[config.mk]
export PLATFORM = sky130hd
export DESIGN_NAME = radix_converter
export DESIGN_NICKNAME = d
export VERILOG_FILES = /design/src/rc_pkg.sv /design/src/radix_converter.sv /design/src/rc_divider.sv /design/src/rc_digit_stack.sv
export SDC_FILE = /design/constraint.sdc
export NUM_CORES = 1
export LEC_CHECK = 0
export BUFFER_PORTS_ARGS = -buffer_cell sky130_fd_sc_hd__buf_2
export CAP_MARGIN = 30
export CORE_UTILIZATION = 45
export DETAILED_ROUTE_END_ITERATION = 10
export SLEW_MARGIN = 20
export SYNTH_ARGS = -nofsm -noshare
export SYNTH_HDL_FRONTEND = slang
export SYNTH_SLANG_ARGS = --single-unit
[constraint.sdc]
create_clock -name clk -period 13.7 [get_ports clk]
set_input_delay 2.055 -clock clk [delete_from_list [all_inputs] [get_ports clk]]
set_output_delay 2.055 -clock clk [all_outputs]
set_load 0.01 [all_outputs]
[src/rc_pkg.sv]
// shared types, constants and helper functions for the radix converter
// no dependencies; used by every module under src

package rc_pkg;

  localparam int VALUE_BITS = 31;
  localparam int RADIX_W    = 5;
  localparam int DIGIT_W    = 5;
  localparam int CHAR_W     = 7;

  // quotient bits retired per divider cycle
  localparam int STEP_BITS  = 4;
  localparam int DIV_STEPS  = (VALUE_BITS + STEP_BITS - 1) / STEP_BITS;
  localparam int PAD_BITS   = DIV_STEPS * STEP_BITS;
  localparam int STEP_CNT_W = (DIV_STEPS > 1) ? $clog2(DIV_STEPS) : 1;

  // digit stack holds one entry per possible digit (binary is the worst case)
  localparam int MAX_DIGITS = VALUE_BITS;
  localparam int DEPTH_W    = $clog2(MAX_DIGITS + 1);

  localparam logic [RADIX_W-1:0] RADIX_MIN = RADIX_W'(2);
  localparam logic [RADIX_W-1:0] RADIX_MAX = RADIX_W'(27);

  localparam logic [CHAR_W-1:0] CHAR_ZERO  = CHAR_W'(48);
  localparam logic [CHAR_W-1:0] CHAR_ALPHA = CHAR_W'(65);
  localparam logic [DIGIT_W-1:0] DEC_DIGITS = DIGIT_W'(10);

  typedef struct packed {
    logic [VALUE_BITS-1:0] value;
    logic [RADIX_W-1:0]    radix;
  } in_item_t;

  typedef struct packed {
    logic [CHAR_W-1:0] digit_char;
    logic              last;
  } out_item_t;

  // request into the shared divider
  typedef struct packed {
    logic                  go;
    logic [VALUE_BITS-1:0] dividend;
    logic [RADIX_W-1:0]    divisor;
  } div_req_t;

  // response from the shared divider
  typedef struct packed {
    logic                  done;
    logic [VALUE_BITS-1:0] quotient;
    logic [DIGIT_W-1:0]    remainder;
  } div_rsp_t;

  // control into the digit stack
  typedef struct packed {
    logic               push;
    logic               pop;
    logic [DIGIT_W-1:0] din;
  } stk_ctrl_t;

  function automatic logic [RADIX_W-1:0] clamp_radix(input logic [RADIX_W-1:0] r);
    logic [RADIX_W-1:0] res;
    res = r;
    if (r < RADIX_MIN) res = RADIX_MIN;
    if (r > RADIX_MAX) res = RADIX_MAX;
    return res;
  endfunction

  function automatic logic [CHAR_W-1:0] digit_to_ascii(input logic [DIGIT_W-1:0] d);
    logic [CHAR_W-1:0] c;
    if (d < DEC_DIGITS) begin
      c = CHAR_ZERO + CHAR_W'(d);
    end else begin
      c = CHAR_ALPHA + CHAR_W'(d - DEC_DIGITS);
    end
    return c;
  endfunction

endpackage

[src/radix_converter.sv]
// top level of the radix converter: sequencer, divider and digit stack
// depends on rc_pkg, rc_divider and rc_digit_stack

// A beat on the input (start high while busy is low) carries a value and a
// target base; a base below 2 is taken as 2 and one above 27 as 27. The block
// divides the value by the base again and again in one shared divider that
// retires STEP_BITS quotient bits a cycle, and the remainders go onto a digit
// stack. Once the quotient reaches zero the digits come out most significant
// first, one beat a cycle on out_strobe/out_item, the final one with last set.
// Busy stays high while the item is divided and its digits are emitted; a
// zero value gives a single digit '0'. The receiver cannot stall: every
// result beat is shown for exactly one cycle and must be taken then. A new
// item can be started in the cycle in which the final result beat is shown.

module radix_converter (
  input  logic               clk,
  input  logic               rst_n,
  input  logic               start,
  input  rc_pkg::in_item_t   in_item,
  output logic               busy,
  output logic               out_strobe,
  output rc_pkg::out_item_t  out_item
);

  typedef enum logic [2:0] {
    S_IDLE = 3'b001,
    S_DIV  = 3'b010,
    S_EMIT = 3'b100
  } state_t;

  state_t                          state_r, state_nxt;
  logic                            out_strobe_r, out_strobe_nxt;
  rc_pkg::out_item_t               out_item_r, out_item_nxt;
  logic [rc_pkg::RADIX_W-1:0]      radix_r, radix_nxt;

  rc_pkg::div_req_t                div_req;
  rc_pkg::div_rsp_t                div_rsp;
  rc_pkg::stk_ctrl_t               stk_ctrl;
  logic [rc_pkg::DIGIT_W-1:0]      stk_top;
  logic [rc_pkg::DEPTH_W-1:0]      stk_count;

  logic                            accept;

  assign accept = start && (state_r == S_IDLE);

  // shared divide unit, one division per digit
  rc_divider u_div (
    .clk   (clk),
    .rst_n (rst_n),
    .req   (div_req),
    .rsp   (div_rsp)
  );

  // remainders collect here and leave in reverse order
  rc_digit_stack u_stk (
    .clk   (clk),
    .rst_n (rst_n),
    .ctrl  (stk_ctrl),
    .top   (stk_top),
    .count (stk_count)
  );

  always_comb begin
    state_nxt      = state_r;
    radix_nxt      = radix_r;
    out_strobe_nxt = 1'b0;
    out_item_nxt   = out_item_r;
    div_req        = '0;
    div_req.divisor = radix_r;
    stk_ctrl       = '0;
    stk_ctrl.din   = div_rsp.remainder;

    case (state_r)
      S_IDLE: begin
        if (accept) begin
          // launch the first division straight from the input beat
          radix_nxt        = rc_pkg::clamp_radix(in_item.radix);
          div_req.go       = 1'b1;
          div_req.dividend = in_item.value;
          div_req.divisor  = rc_pkg::clamp_radix(in_item.radix);
          state_nxt        = S_DIV;
        end
      end
      S_DIV: begin
        if (div_rsp.done) begin
          stk_ctrl.push = 1'b1;
          if (div_rsp.quotient == '0) begin
            state_nxt = S_EMIT;
          end else begin
            // keep dividing the quotient by the same base
            div_req.go       = 1'b1;
            div_req.dividend = div_rsp.quotient;
          end
        end
      end
      S_EMIT: begin
        // one digit beat per cycle, most significant first
        stk_ctrl.pop            = 1'b1;
        out_strobe_nxt          = 1'b1;
        out_item_nxt.digit_char = rc_pkg::digit_to_ascii(stk_top);
        out_item_nxt.last       = (stk_count == rc_pkg::DEPTH_W'(1));
        if (stk_count == rc_pkg::DEPTH_W'(1)) begin
          state_nxt = S_IDLE;
        end
      end
      default: begin
        state_nxt = S_IDLE;
      end
    endcase
  end

  always_ff @(posedge clk) begin
    if (!rst_n) begin
      state_r      <= S_IDLE;
      out_strobe_r <= 1'b0;
    end else begin
      state_r      <= state_nxt;
      out_strobe_r <= out_strobe_nxt;
    end
    radix_r    <= radix_nxt;
    out_item_r <= out_item_nxt;
  end

  assign busy       = (state_r != S_IDLE);
  assign out_strobe = out_strobe_r;
  assign out_item   = out_item_r;

endmodule

[src/rc_divider.sv]
// iterative restoring divider, STEP_BITS quotient bits per cycle
// depends on rc_pkg

module rc_divider (
  input  logic              clk,
  input  logic              rst_n,
  input  rc_pkg::div_req_t  req,
  output rc_pkg::div_rsp_t  rsp
);

  logic                            run_r, run_nxt;
  logic                            done_r, done_nxt;
  logic [rc_pkg::STEP_CNT_W-1:0]   cnt_r, cnt_nxt;
  logic [rc_pkg::PAD_BITS-1:0]     q_r, q_nxt;
  logic [rc_pkg::DIGIT_W-1:0]      rem_r, rem_nxt;
  logic [rc_pkg::RADIX_W-1:0]      div_r, div_nxt;

  logic [rc_pkg::PAD_BITS-1:0]     q_step;
  logic [rc_pkg::DIGIT_W-1:0]      rem_step;

  // one step: STEP_BITS shift/compare/subtract rounds on narrow values
  always_comb begin
    logic [rc_pkg::DIGIT_W:0] trial;
    trial    = '0;
    q_step   = q_r;
    rem_step = rem_r;
    for (int i = 0; i < rc_pkg::STEP_BITS; i++) begin
      trial  = {rem_step, q_step[rc_pkg::PAD_BITS-1]};
      q_step = {q_step[rc_pkg::PAD_BITS-2:0], 1'b0};
      if (trial >= {1'b0, div_r}) begin
        trial     = trial - {1'b0, div_r};
        q_step[0] = 1'b1;
      end
      rem_step = trial[rc_pkg::DIGIT_W-1:0];
    end
  end

  always_comb begin
    run_nxt  = run_r;
    done_nxt = 1'b0;
    cnt_nxt  = cnt_r;
    q_nxt    = q_r;
    rem_nxt  = rem_r;
    div_nxt  = div_r;
    if (req.go) begin
      run_nxt = 1'b1;
      cnt_nxt = '0;
      q_nxt   = rc_pkg::PAD_BITS'(req.dividend);
      rem_nxt = '0;
      div_nxt = req.divisor;
    end else if (run_r) begin
      q_nxt   = q_step;
      rem_nxt = rem_step;
      cnt_nxt = cnt_r + 1'b1;
      if (cnt_r == rc_pkg::STEP_CNT_W'(rc_pkg::DIV_STEPS - 1)) begin
        run_nxt  = 1'b0;
        done_nxt = 1'b1;
      end
    end
  end

  always_ff @(posedge clk) begin
    if (!rst_n) begin
      run_r  <= 1'b0;
      done_r <= 1'b0;
      cnt_r  <= '0;
    end else begin
      run_r  <= run_nxt;
      done_r <= done_nxt;
      cnt_r  <= cnt_nxt;
    end
    q_r   <= q_nxt;
    rem_r <= rem_nxt;
    div_r <= div_nxt;
  end

  assign rsp.done      = done_r;
  assign rsp.quotient  = q_r[rc_pkg::VALUE_BITS-1:0];
  assign rsp.remainder = rem_r;

endmodule

[src/rc_digit_stack.sv]
// last-in first-out digit store; digits arrive least significant first
// depends on rc_pkg

module rc_digit_stack (
  input  logic                         clk,
  input  logic                         rst_n,
  input  rc_pkg::stk_ctrl_t            ctrl,
  output logic [rc_pkg::DIGIT_W-1:0]   top,
  output logic [rc_pkg::DEPTH_W-1:0]   count
);

  logic [rc_pkg::DIGIT_W-1:0] stk_r [rc_pkg::MAX_DIGITS];
  logic [rc_pkg::DEPTH_W-1:0] cnt_r;

  // entry 0 is the top; push shifts down the line, pop shifts back up
  always_ff @(posedge clk) begin
    if (ctrl.push) begin
      stk_r[0] <= ctrl.din;
      for (int i = 1; i < rc_pkg::MAX_DIGITS; i++) begin
        stk_r[i] <= stk_r[i-1];
      end
    end else if (ctrl.pop) begin
      for (int i = 0; i < rc_pkg::MAX_DIGITS - 1; i++) begin
        stk_r[i] <= stk_r[i+1];
      end
    end
  end

  always_ff @(posedge clk) begin
    if (!rst_n) begin
      cnt_r <= '0;
    end else if (ctrl.push) begin
      cnt_r <= cnt_r + 1'b1;
    end else if (ctrl.pop) begin
      cnt_r <= cnt_r - 1'b1;
    end
  end

  assign top   = stk_r[0];
  assign count = cnt_r;

endmodule
# Yosys cells after proc, flatten, opt, wreduce, memory -nomap -nowiden
# Memories as Yosys holds them, arrays and structs flattened.
# Index checks and enable logic that the tools add are counted.
[classes]
n_addsub = 10
n_lt_le_gt_ge = 7
eq_ne = 11
n_mux = 67
n_bitwise = 32
reduce_logical = 9
[ops]
columns = ["operator", "n"]
rows = [
  ["$mux W5", 39],
  ["$mux W32", 2],
  ["$pmux W32 S2", 1],
  ["$mux W31", 2],
  ["$mux W37", 1],
  ["$logic_not A31 Y1", 1],
  ["$or A1 B1 Y1", 30],
  ["$ge A6 B5 Y1", 4],
  ["$sub A5 B5 Y5", 4],
  ["$mux W1", 16],
  ["$mux W3", 4],
  ["$pmux W3 S3", 1],
  ["$add A6 B5 Y7 const A", 1],
  ["$add A7 B7 Y7 const A", 1],
  ["$mux W7", 1],
  ["$eq A3 B3 Y1 const B", 2],
  ["$ne A2 B2 Y1 const B", 3],
  ["$sub A5 B4 Y6 const B", 1],
  ["$add A5 B1 Y5 const B", 1],
  ["$eq A5 B1 Y1 const B", 1],
  ["$gt A5 B5 Y1 const B", 1],
  ["$lt A5 B2 Y1 const B", 1],
  ["$lt A5 B4 Y1 const B", 1],
  ["$sub A5 B1 Y5 const B", 1],
  ["13 further kinds", 16],
]
[totals]
register_bits = 69
ram_bits = 155
wordCells = 150
mem_count = 1
[memory_table]
columns = ["memory", "words", "width", "rd", "rd_clocked_by_memory_dff", "wr", "line", "rtl"]
rows = [
  ["u_stk.stk_r", 31, 5, 31, 0, 31, "rc_digit_stack.sv:12", "logic [rc_pkg::DIGIT_W-1:0] stk_r [rc_pkg::MAX_DIGITS];"],
]

# Logic depth before layout (Yosys ltp)
[logic_depth]
ltp_word = 10
depth_mapped = 31

# Cells and area by module
# From an unflattened synthesis, not the netlist that was laid out.
[hier_totals]
cells_unflattened = 760
area_unflattened_um2 = 11685.0
[by_module_without_submodules]
columns = ["module", "instances", "cells_each", "area_each_um2"]
rows = [
  ["rc_digit_stack", 1, 360, 7216.9],
  ["rc_divider", 1, 267, 3140.5],
  ["radix_converter", 1, 133, 1327.5],
]

# Worst setup path before layout
# OpenSTA, ideal clock, no wires.
[synth_path]
path_kind = "reg-to-reg"
start = "reg u_div.div_r[1] (netlist name)"
end = "reg u_div.rem_r[0] (netlist name)"
arrival_time_ns = 6.476
required_time_ns = 13.578
path_slack_ns = 7.102
path_stages_with_launch = 29
synth_period_minus_slack_ns = 6.598
cell_sequence = "edfxtp_1 > inv_1 > fa_1 > a21oi_1 > o211ai_1 > nand2_1 > o21ai_0 > fa_1 > nand2b_1 > a21oi_1 > nand2_1 > nand4_4 > mux2_2 > fa_1 > nand2b_1 > a21oi_1 > o22ai_1 > o211ai_1 > mux2i_4 > mux2i_1 > fa_1 > a21o_1 > a21o_1 > a21o_1 > a21o_1 > a41oi_1 > o221ai_4 > nor4b_4 > a311o_1"
[synth_between]
elab_chain_cells = 8
elab_cells_between_ends = 11
cone_classes = "add/sub (3); order compare (4); mux (4)"
[synth_rtl]
columns = ["element", "line", "rtl"]
rows = [
  ["start: declaration", "rc_divider.sv:16", "logic [rc_pkg::RADIX_W-1:0] div_r, div_nxt;"],
  ["start signal: assignment", "rc_divider.sv:74", "div_r <= div_nxt;"],
  ["$sub A5 B5 Y5 / $ge A6 B5 Y1 (equally long branches)", "rc_divider.sv:31, rc_divider.sv:30", ""],
  ["$mux W5", "rc_divider.sv:30", "if (trial >= {1'b0, div_r}) begin"],
  ["$sub A5 B5 Y5 / $ge A6 B5 Y1 (equally long branches)", "rc_divider.sv:31, rc_divider.sv:30", ""],
  ["$mux W5", "rc_divider.sv:30", ""],
  ["$sub A5 B5 Y5 / $ge A6 B5 Y1 (equally long branches)", "rc_divider.sv:31, rc_divider.sv:30", ""],
  ["$mux W5", "rc_divider.sv:30", ""],
  ["$ge A6 B5 Y1 (*)", "rc_divider.sv:30", ""],
  ["$mux W5 (*)", "rc_divider.sv:30", ""],
  ["end signal: assignment", "rc_divider.sv:73", "rem_r <= rem_nxt;"],
  ["end: declaration", "rc_divider.sv:15", "logic [rc_pkg::DIGIT_W-1:0] rem_r, rem_nxt;"],
]
# Every way passes the cells marked *; elsewhere a longest branch is shown, timed or not.
# A chain may end at the register's enable or synchronous reset.

# Worst setup path in the final report
[layout_path]
start = "reg u_div.div_r[0] (netlist name)"
end = "reg u_div.rem_r[0] (netlist name)"
[layout_between]
elab_chain_cells = 8
elab_cells_between_ends = 12
cone_classes = "add/sub (4); order compare (4); mux (4)"
[layout_rtl]
columns = ["element", "line"]
rows = [
  ["$sub A5 B5 Y5 / $ge A6 B5 Y1 (equally long branches)", "rc_divider.sv:31, rc_divider.sv:30"],
  ["$mux W5", "rc_divider.sv:30"],
  ["$sub A5 B5 Y5 / $ge A6 B5 Y1 (equally long branches)", "rc_divider.sv:31, rc_divider.sv:30"],
  ["$mux W5", "rc_divider.sv:30"],
  ["$sub A5 B5 Y5 / $ge A6 B5 Y1 (equally long branches)", "rc_divider.sv:31, rc_divider.sv:30"],
  ["$mux W5", "rc_divider.sv:30"],
  ["$ge A6 B5 Y1", "rc_divider.sv:30"],
  ["$mux W5 (*)", "rc_divider.sv:30"],
]
# Marks and branches as above.

==> flow_summary.yaml <==
timing:
  fin_hold_ws_ps: 453.7
  setup_viol: 0
  fin_crit_sh: 0.5332
  finClkSkew_ps: 20.39
  postLayoutSetupSlackWorst_ps: 6396
  fmax_ghz: 0.1369
  rsz0062_at_grt: "no"
  fin_tns_setup_ps: 0
  worstMarginPinSlew_ps: 941.8
  slew_headroom: 0.3722
  hold_viol: 0
  finalMaxSlewViolations: 0
  period_minus_slack_ps: 7304
route:
  ant_nets: 0
  drc: 0
  drt_iter0_drc: 514
  first_pass_iters: 5
  vias: 6428
  wire_per_inst_um: 14.77
  routed_wl_um: 18550
  via_per_inst: 5.118
clocking:
  cts_buffer_depth: 3
  ctsResizeCount: 0
  cts_made_buffers: 25
  cts_tree: "done"
  clk_pin_slew_ps: 60
  cts_setup_buffers: 0
  cts.sinks: 224
  htree_levels: 1
  ctsHoldBuffers: 0
  clk_latency_ps: 520
  root_buffer: "clkbuf_16"
pwr:
  leakage_nw: 4.311
  power_density_nw_per_um2: 203.9
  ir_drop_mv: 0.3204
  power_mw: 2.443
place:
  place_congestion: 0.8772
  placed_area_um2: 11160
  pre_cts_slack_ps: 6393
  dp_hpwl_um: 11690
  place_inst: 1212
  portBuffers: 48
worst_hold_path:
  holdPathStages: 0
  hold_class: "reg -> reg"
grt:
  first_global_vias: 6244
  overflow: 0
  grt_max_degree: 95
  antenna_found_initial: 0
  grt_first_pass_wirelength_um: 30840
  grtUsageTotal: 0.1571
floorplan:
  initial_core_util: 0.4630
  fp.dieArea_um2: 24130
  num_rows: 55
  die_w_um: 155.3
  boundaryPins: 49
  core_um2: 22850
  die_h_um: 155.3
cells_and_area:
  fill_cells: 2019
  stdcell_area_um2: 11980
  syn_to_final_growth_pct: 13.21
  drive_gt1_frac: 0.1898
  final-instance-count-excl-fill: 1256
  nets: 997
  antennaDiodeCount: 0
  final_util: 0.5242
synth:
  yosysTopAreaCell: "edfxtp_1"
  syn_avg_cell_area_um2: 12.01
  synth.distinct_cells: 62
  synth-edff-count: 204
  yosys.area.top_type_share: 0.5791
  synth_ff_type: "edfxtp_1"
  synthesis.nets: 952
  async_reset_ff_frac: 0
  yosysSeqAreaShare: 0.6169
  netlist_area_um2: 10580
  synth_area_leaders: "edfxtp_1 (58%), nand2_1 (10%), mux2_2 (7.2%), dfxtp_1 (3.8%), ha_1 (3.3%)"
  synthCells: 881
  ys.warnings.count: 0
  ys_ff_latch: 224
setup_path:
  crit_top_cell: "a21o_1"
  startpoint: "u_div.div_r[0]$_DFFE_PP_"
  cp-endpoint: "u_div.rem_r[0]$_SDFFE_PP0P_"
  reg2reg_slack_ps: 6400
  r2r_end: "u_div.rem_r[0]$_SDFFE_PP0P_"
  ff2ff_path_depth: 29
  critPathRequiredTime_ps: 14100
  r2r-start: "u_div.div_r[0]$_DFFE_PP_"
  worstPathMaxFanout: 8
  crit_arrival_ps: 7700
  cp-start-kind: "register"
  slowest_delay_ps: 470
  cp_slowest_cell: "fa_1"
  critical_path_class: "reg -> reg"
  critPathCaptureType: "register"
status:
  status: "complete, no violations"
run:
  max_cap_viol_count: 0
sequential cells by signal (all words and copies together) (netlist names):
register and count:
u_div.done_r 1, u_div.run_r 1, u_div.div_r 5, out_strobe 1
u_div.q_r 32, u_stk.count 5, u_div.rem_r 5, u_div.cnt_r 3
state_r 3, radix_r 5, out_item 8, u_stk.stk_r 155
cells by family (layout without fill, tap and decap cells):
family / count (synthesis) / count (layout) / share of synthesized area
fa+ha+maj: 32 / 32 / 0.04069
compound gates: 95 / 95 / 0.07132
flops: 224 / 224 / 0.6169
buf+inv: 65 / 127 / 0.02425
xor+xnor: 20 / 20 / 0.01656
simple gates: 366 / 366 / 0.1463
mux: 79 / 79 / 0.08397
cells in the mapped netlist (all sizes together) (4+ instances only):
library cell,count
a21o,8
a21boi,4
mux2,68
a21oi,15
nor4,9
a41oi,4
dfxtp,20
buf,4
xnor2,17
a22o,29
nor3b,5
inv,26
edfxtp,204
and3,5
nand2b,4
nand2,293
fa,4
a211oi,5
nand3,6
ha,28
clkbuf,33
and2,7
nor3,4
nor2,20
o21ai,13
mux2i,11
layout make-up:
type	instances	area (um^2)	area share
clock buffer	31	648.1	0.05412
clock inverter	13	163.9	0.01369
inverter	27	102.6	0.008567
multi-input combinational	592	3820	0.3190
sequential	224	6526	0.5449
tap	313	391.6	0.03270
timing repair buffer	56	324.1	0.02706
per-layer routing:
layer	track usage	up-vias	wire [um]
met4	0.04295	0	388
met3	0.02563	35	560
met1	0.2222	3074	9085
met2	0.2507	87	8512
li1	-	3232	-
met5	0	-	0
worst min-delay path by stage:
stage | startpoint | to | slack [ps]
final | u_stk.stk_r[0][149]$_DFFE_PP_ | u_stk.stk_r[0][154]$_DFFE_PP_ | 450
after global routing | u_stk.stk_r[0][149]$_DFFE_PP_ | u_stk.stk_r[0][154]$_DFFE_PP_ | 460
after CTS | u_stk.stk_r[0][148]$_DFFE_PP_ | u_stk.stk_r[0][153]$_DFFE_PP_ | 450
after detailed placement | u_stk.stk_r[0][148]$_DFFE_PP_ | u_stk.stk_r[0][153]$_DFFE_PP_ | 430
after global placement | u_stk.stk_r[0][148]$_DFFE_PP_ | u_stk.stk_r[0][153]$_DFFE_PP_ | 430
after floorplan | u_stk.stk_r[0][145]$_DFFE_PP_ | u_stk.stk_r[0][150]$_DFFE_PP_ | 420
placed cells by master (no fill, tap or decap), types with 7 or more instances in the layout:
cell / count
nand2_1: 293
a21oi_1: 15
mux2i_1: 10
and2_1: 7
edfxtp_1: 204
a22o_1: 28
inv_1: 25
a21o_1: 8
nor4_1: 9
nor2_1: 20
buf_2: 48
dfxtp_1: 20
o21ai_0: 12
ha_1: 28
mux2_2: 68
clkbuf_16: 25
xnor2_1: 17
power breakdown:
part	internal (mW)	leakage (nW)	switching, mW	total, mW
Combinational	0.462	2.11	0.503	0.965
Clock	0.409	0.398	0.260	0.669
Sequential	0.784	1.81	0.0254	0.809
critical path, delay by kind of cell (launching register included):
family          cells  cell delay, ps
flops               1             460
buf+inv             2             140
fa+ha+maj           5            1640
compound gates     14            3050
simple gates        5             790
mux                 3            1100
No activity file was read; power rests on OpenSTA's default activity.
